<file path="src/rtl/core/assert_macros.svh">
// ----------------------------------------------------------------------------
// Assertion macros
// Shared concurrent assertion helpers, clocked on clk_i, disabled in reset.
// ----------------------------------------------------------------------------
`ifndef ASSERT_MACROS_SVH
`define ASSERT_MACROS_SVH

// Check a property at every rising edge of clk_i while out of reset
`define ASSERT_CK(lbl, prop, msg) \
  lbl: assert property (@(posedge clk_i) disable iff (!rst_ni) (prop)) else $error(msg);

// Check that a condition never holds
`define ASSERT_NEVER(lbl, cond, msg) \
  `ASSERT_CK(lbl, !(cond), msg)

`endif

</file>
<file path="src/rtl/core/mhst_pkg.sv">
// ----------------------------------------------------------------------------
// Move history score table package
// Shared operation codes, constants and controller/datapath interface types.
// ----------------------------------------------------------------------------
`timescale 1ns / 1ps

package mhst_pkg;

  localparam int unsigned ScoreW = 16;
  localparam int unsigned LimitW = 15;
  localparam int unsigned DepthW = 8;
  localparam int unsigned SqrW   = 2 * DepthW;

  localparam logic [LimitW-1:0] LimitReset = 15'd16384;
  localparam logic [SqrW:0]     RewardCap  = 17'd800;
  localparam logic [SqrW-1:0]   PenaltyCap = 16'd400;

  // Operation codes of a transaction
  typedef enum logic [1:0] {
    OP_REWARD   = 2'd0,
    OP_PENALIZE = 2'd1,
    OP_HALVE    = 2'd2,
    OP_CLEAR    = 2'd3
  } mhst_op_e;

  // Table write source selected by the controller
  typedef enum logic [1:0] {
    WR_NONE   = 2'd0,
    WR_UPDATE = 2'd1,
    WR_HALVE  = 2'd2,
    WR_ZERO   = 2'd3
  } mhst_wr_e;

  // Controller to datapath commands
  typedef struct packed {
    logic     capture;
    logic     ptr_clr;
    logic     ptr_inc;
    logic     rd_sweep;
    mhst_wr_e wr_mode;
    logic     res_update;
    logic     res_zero;
  } mhst_cmd_t;

  // Datapath to controller status
  typedef struct packed {
    logic ptr_end;
    logic ptr_last;
  } mhst_sts_t;

endpackage

</file>
<file path="src/rtl/core/mhst_ctrl.sv">
// ----------------------------------------------------------------------------
// Move history score table controller
// Sequences reset wipe, entry updates and table-wide halve/clear walks.
// ----------------------------------------------------------------------------
`timescale 1ns / 1ps
`include "assert_macros.svh"

module mhst_ctrl
  import mhst_pkg::*;
(
  input  logic       clk_i,
  input  logic       rst_ni,
  input  logic       start_i,
  input  logic [1:0] operation_i,
  input  mhst_sts_t  sts_i,
  output mhst_cmd_t  cmd_o,
  output logic       busy_o
);

  typedef enum logic [2:0] {
    ST_INIT,
    ST_IDLE,
    ST_UPDATE,
    ST_HALVE,
    ST_CLEAR
  } state_e;

  state_e state_q, state_d;
  logic   accept;

  assign accept = start_i && (state_q == ST_IDLE);
  assign busy_o = (state_q != ST_IDLE);

  // Decode commands and next state
  always_comb begin
    state_d = state_q;
    cmd_o   = '{capture: 1'b0, ptr_clr: 1'b0, ptr_inc: 1'b0, rd_sweep: 1'b0,
                wr_mode: WR_NONE, res_update: 1'b0, res_zero: 1'b0};
    unique case (state_q)
      ST_INIT: begin
        cmd_o.wr_mode = WR_ZERO;
        cmd_o.ptr_inc = 1'b1;
        if (sts_i.ptr_last) begin
          cmd_o.ptr_clr = 1'b1;
          state_d       = ST_IDLE;
        end
      end
      ST_IDLE: begin
        if (start_i) begin
          cmd_o.capture = 1'b1;
          cmd_o.ptr_clr = 1'b1;
          unique case (mhst_op_e'(operation_i))
            OP_REWARD, OP_PENALIZE: state_d = ST_UPDATE;
            OP_HALVE:               state_d = ST_HALVE;
            OP_CLEAR:               state_d = ST_CLEAR;
            default:                state_d = ST_IDLE;
          endcase
        end
      end
      ST_UPDATE: begin
        cmd_o.wr_mode    = WR_UPDATE;
        cmd_o.res_update = 1'b1;
        state_d          = ST_IDLE;
      end
      ST_HALVE: begin
        // read entry at pointer, write back the halved previous entry
        cmd_o.rd_sweep = 1'b1;
        cmd_o.wr_mode  = WR_HALVE;
        cmd_o.ptr_inc  = 1'b1;
        if (sts_i.ptr_end) begin
          cmd_o.ptr_clr  = 1'b1;
          cmd_o.res_zero = 1'b1;
          state_d        = ST_IDLE;
        end
      end
      ST_CLEAR: begin
        cmd_o.wr_mode = WR_ZERO;
        cmd_o.ptr_inc = 1'b1;
        if (sts_i.ptr_last) begin
          cmd_o.ptr_clr  = 1'b1;
          cmd_o.res_zero = 1'b1;
          state_d        = ST_IDLE;
        end
      end
      default: state_d = ST_IDLE;
    endcase
  end

  // Hold state
  always_ff @(posedge clk_i or negedge rst_ni) begin
    if (!rst_ni) begin
      state_q <= ST_INIT;
    end else begin
      state_q <= state_d;
    end
  end

  `ASSERT_CK(a_accept_goes_busy, accept |=> busy_o, "accepted transaction did not raise busy")
  `ASSERT_CK(a_halve_ends_idle, (state_q == ST_HALVE && sts_i.ptr_end) |=> (state_q == ST_IDLE),
             "halve walk did not return to idle")

endmodule

</file>
<file path="config.mk">
export PLATFORM = sky130hd
export DESIGN_NAME = mhst_ctrl
export DESIGN_NICKNAME = d
export VERILOG_FILES = /design/src/rtl/core/mhst_pkg.sv /design/src/rtl/core/mhst_ctrl.sv
export VERILOG_INCLUDE_DIRS = /design/src /design/src/rtl/core
export SDC_FILE = /design/constraint.sdc
export NUM_CORES = 1
export LEC_CHECK = 0
export BUFFER_PORTS_ARGS = -buffer_cell sky130_fd_sc_hd__buf_2
export CORE_AREA = 2 2 39 41
export CTS_BUF_LIST = sky130_fd_sc_hd__clkbuf_16
export DETAILED_ROUTE_END_ITERATION = 16
export DIE_AREA = 0 0 41 43
export GPL_TIMING_DRIVEN = 1
export PLACE_DENSITY = 0.47
export SYNTH_ARGS = -nofsm -noshare
export SYNTH_HDL_FRONTEND = slang
export SYNTH_SLANG_ARGS = --single-unit
</file>
<file path="constraint.sdc">
create_clock -name clk_i -period 1.2 [get_ports clk_i]
set_input_delay 0 -clock clk_i [delete_from_list [all_inputs] [get_ports clk_i]]
set_output_delay 0 -clock clk_i [all_outputs]
set_load 0.05 [all_outputs]
</file>
==> impl_metrics.env <==
export IMPL_setup_slack_ns=-0.0921
export IMPL_routed_wl_um=688
export IMPL_fin_crit_sh_pct=108
export IMPL_cts_root_buffer="clkbuf_16"
export IMPL_cp_required_ns=1.20
export IMPL_violations="negative setup slack"
export IMPL_grt_pass1_vias=303
export IMPL_max_cap_violations=0
export IMPL_h_tree_depth=1
export IMPL_period_needed_ns=1.29
export IMPL_hold_viol=0
export IMPL_drtIter0Drc=1
export IMPL_largest_reg_flops=3
export IMPL_yosysWarningCount=0
export IMPL_cp_slowest_cell="dfrtp_1"
export IMPL_crit_path_max_fanout=5
export IMPL_crit_arrival_ns=1.29
export IMPL_die_w_um=41
export IMPL_synth_top_area_share_pct=32.6
export IMPL_cts_sinks=3
export IMPL_area_growth_pct=132
export IMPL_critical_path_class="flop to primary output"
export IMPL_worstSetupEndpointType="primary output"
export IMPL_setup_viol_count_final=7
export IMPL_worst_slew_pin_slew_ns=0.249
export IMPL_synth_area_um2=230
export IMPL_synth_cell_types=19
export IMPL_regMostFlops="state_q"
export IMPL_synth_edf_count=0
export IMPL_diodes=0
export IMPL_clock_skew_ns=0.00272
export IMPL_cpPeakStageDelay_ns=0.33
export IMPL_gp_congestion=0.722
export IMPL_insertion_delay_ns=0.22
export IMPL_rsz0062_at_grt="true"
export IMPL_clk_path_buf_depth=2
export IMPL_overflow=0
export IMPL_viasPerCell=4.24
export IMPL_status="complete, but fails checks"
export IMPL_final_util_pct=38.5
export IMPL_row_count=14
export IMPL_fmax_ghz=0.774
export IMPL_die_y_um=43
export IMPL_antenna_found_initial=0
export IMPL_grt_pass1_wl_mm=1.08
export IMPL_portBuffers=15
export IMPL_drive_above_1_share_pct=63.5
export IMPL_drc=0
export IMPL_path_cells="and2b_4, nand2_4, clkinvlp_4, a32o_2, buf_6"
export IMPL_dp_hpwl_um=496
export IMPL_synth_seq_cells=3
export IMPL_worstSetupStartpointType="flop"
export IMPL_ant_nets=0
export IMPL_ys_seq_area_share_pct=32.6
export IMPL_cts_buffers=3
export IMPL_wl_per_cell_um=10.1
export IMPL_synth_cells=26
export IMPL_fin_hold_ws_ns=0.0621
export IMPL_dr_total_vias=288
export IMPL_io_pin_count=16
export IMPL_clkTransAtPathRegs_ns=0.03
export IMPL_start_util_pct=16.6
export IMPL_yosys_top_cells_count="3 x a21oi_1, 3 x dfrtp_1, 2 x nand2_1, 2 x nor2_1, 2 x o21ai_0"
export IMPL_dp_slack_ns=0.0465
export IMPL_grt_util_all_layers_pct=9.05
export IMPL_dieArea_um2=1760
export IMPL_r2r_cells=4
export IMPL_cts_tree="yes"
export IMPL_async_flop_share_pct=100
export IMPL_dr_pass1_iters=4
export IMPL_core_area_um2=1380
export IMPL_hold_class="input port to flop"
export IMPL_synth_fp_nets=33
export IMPL_yosysTopAreaCell="dfrtp_1"
export IMPL_worstHoldPathCells=3
export IMPL_synthFlopType="dfrtp_1"
export IMPL_slew_limit_headroom_pct=83.5
export IMPL_fin_nets=60
export IMPL_grt_max_degree=11
export IMPL_top_regs="state_q (3)"
export IMPL_yosys_top_cells_area="dfrtp_1 33%, a21oi_1 6.5%, o2bb2ai_2 6.5%, and3b_4 5.4%, mux2_2 4.9%"
export IMPL_maxSlewViolCount=0
export IMPL_avgSynthCellArea_um2=8.85
-- worst max-delay path: cells and delay by family, from the launching register on --
family,cells,cell delay [ns]
AOI/OAI and AO/OA,1,0.22
buffers and inverters,2,0.23
DFF,1,0.33
and+or+nand+nor,2,0.29
-- metal layers --
layer	vias up	routed length [µm]	part of all wire, %	global-route usage, %
met2	12	343	50	15.0
met3	0	54	7.8	4.71
met1	130	289	42	9.68
met4	0	0	0	2.00
li1	146	-	-	-
met5	-	0	0	0
-- timing repair --
item	CTS	global route
gates resized for setup	14	5
endpoints found under the setup margin	7	11
pin swaps	3	0
hold endpoints to repair	4	0
hold buffers	2	0
buffers inserted	2	0
-- area by class of cell --
type                    instances  area (µm²)
repair buffers                 23         186
multi-input cells              21         165
clock buffers                   3        75.1
well taps                      16        20.0
flip-flops and latches          3        75.1
inverters                       1        7.51
clock inverters                 1        3.75
fillers                       142         851
-- final timing paths --
kind | start | endpoint | slack [ns]
min in group asynchronous | rst_ni | state_q[2]$_DFFE_PN0P_ | 0.11
min reg2reg | state_q[1]$_DFFE_PN0P_ | state_q[2]$_DFFE_PN0P_ | 0.61
max reg2reg | state_q[2]$_DFFE_PN0P_ | state_q[1]$_DFFE_PN0P_ | 0.05
max | state_q[2]$_DFFE_PN0P_ | cmd_o[0] | -0.09
min | operation_i[0] | state_q[2]$_DFFE_PN0P_ | 0.06
max in group asynchronous | rst_ni | state_q[0]$_DFFE_PN0P_ | 0.99
-- logic make-up after synthesis --
family	count (synthesis)	share of synthesized area, %
flip-flops	3	32.6
buffers and inverters	2	3.80
multiplexers	1	4.89
AND/OR/NAND/NOR	12	33.2
AO/OA/AOI/OAI	8	25.5
-- stage by stage --
| step | std cells | TNS, ns | cell area (µm²) |
|---|---|---|---|
| detailed placement | 60 | 0 | 360 |
| floorplan | 26 | -1.16 | 240 |
| global route | 68 | -0.788 | 533 |
| global placement | 60 | 0 | 360 |
| CTS | 68 | -0.437 | 520 |
| finish | 68 | -0.405 | 533 |
-- cell usage in the layout (no fill, tap or decap) --
master	n
dlygate4sd3_1	2
dfrtp_1	3
buf_4	7
mux2_4	1
nor3b_2	1
nor2_1	2
a22o_1	1
o21ai_0	2
nand2_4	1
and2b_4	1
buf_2	7
o2bb2ai_2	1
nand4_1	1
a32o_2	1
clkbuf_16	3
inv_1	1
or2b_1	1
clkbuf_4	1
buf_8	1
buf_6	5
clkinvlp_4	1
a21oi_1	2
a21oi_2	1
nand2_1	2
and3b_4	1
nand2b_1	1
nor3_1	1
Power is not shown: default switching activity piles up to over one toggle a cycle in this logic, so the estimate is an artifact.
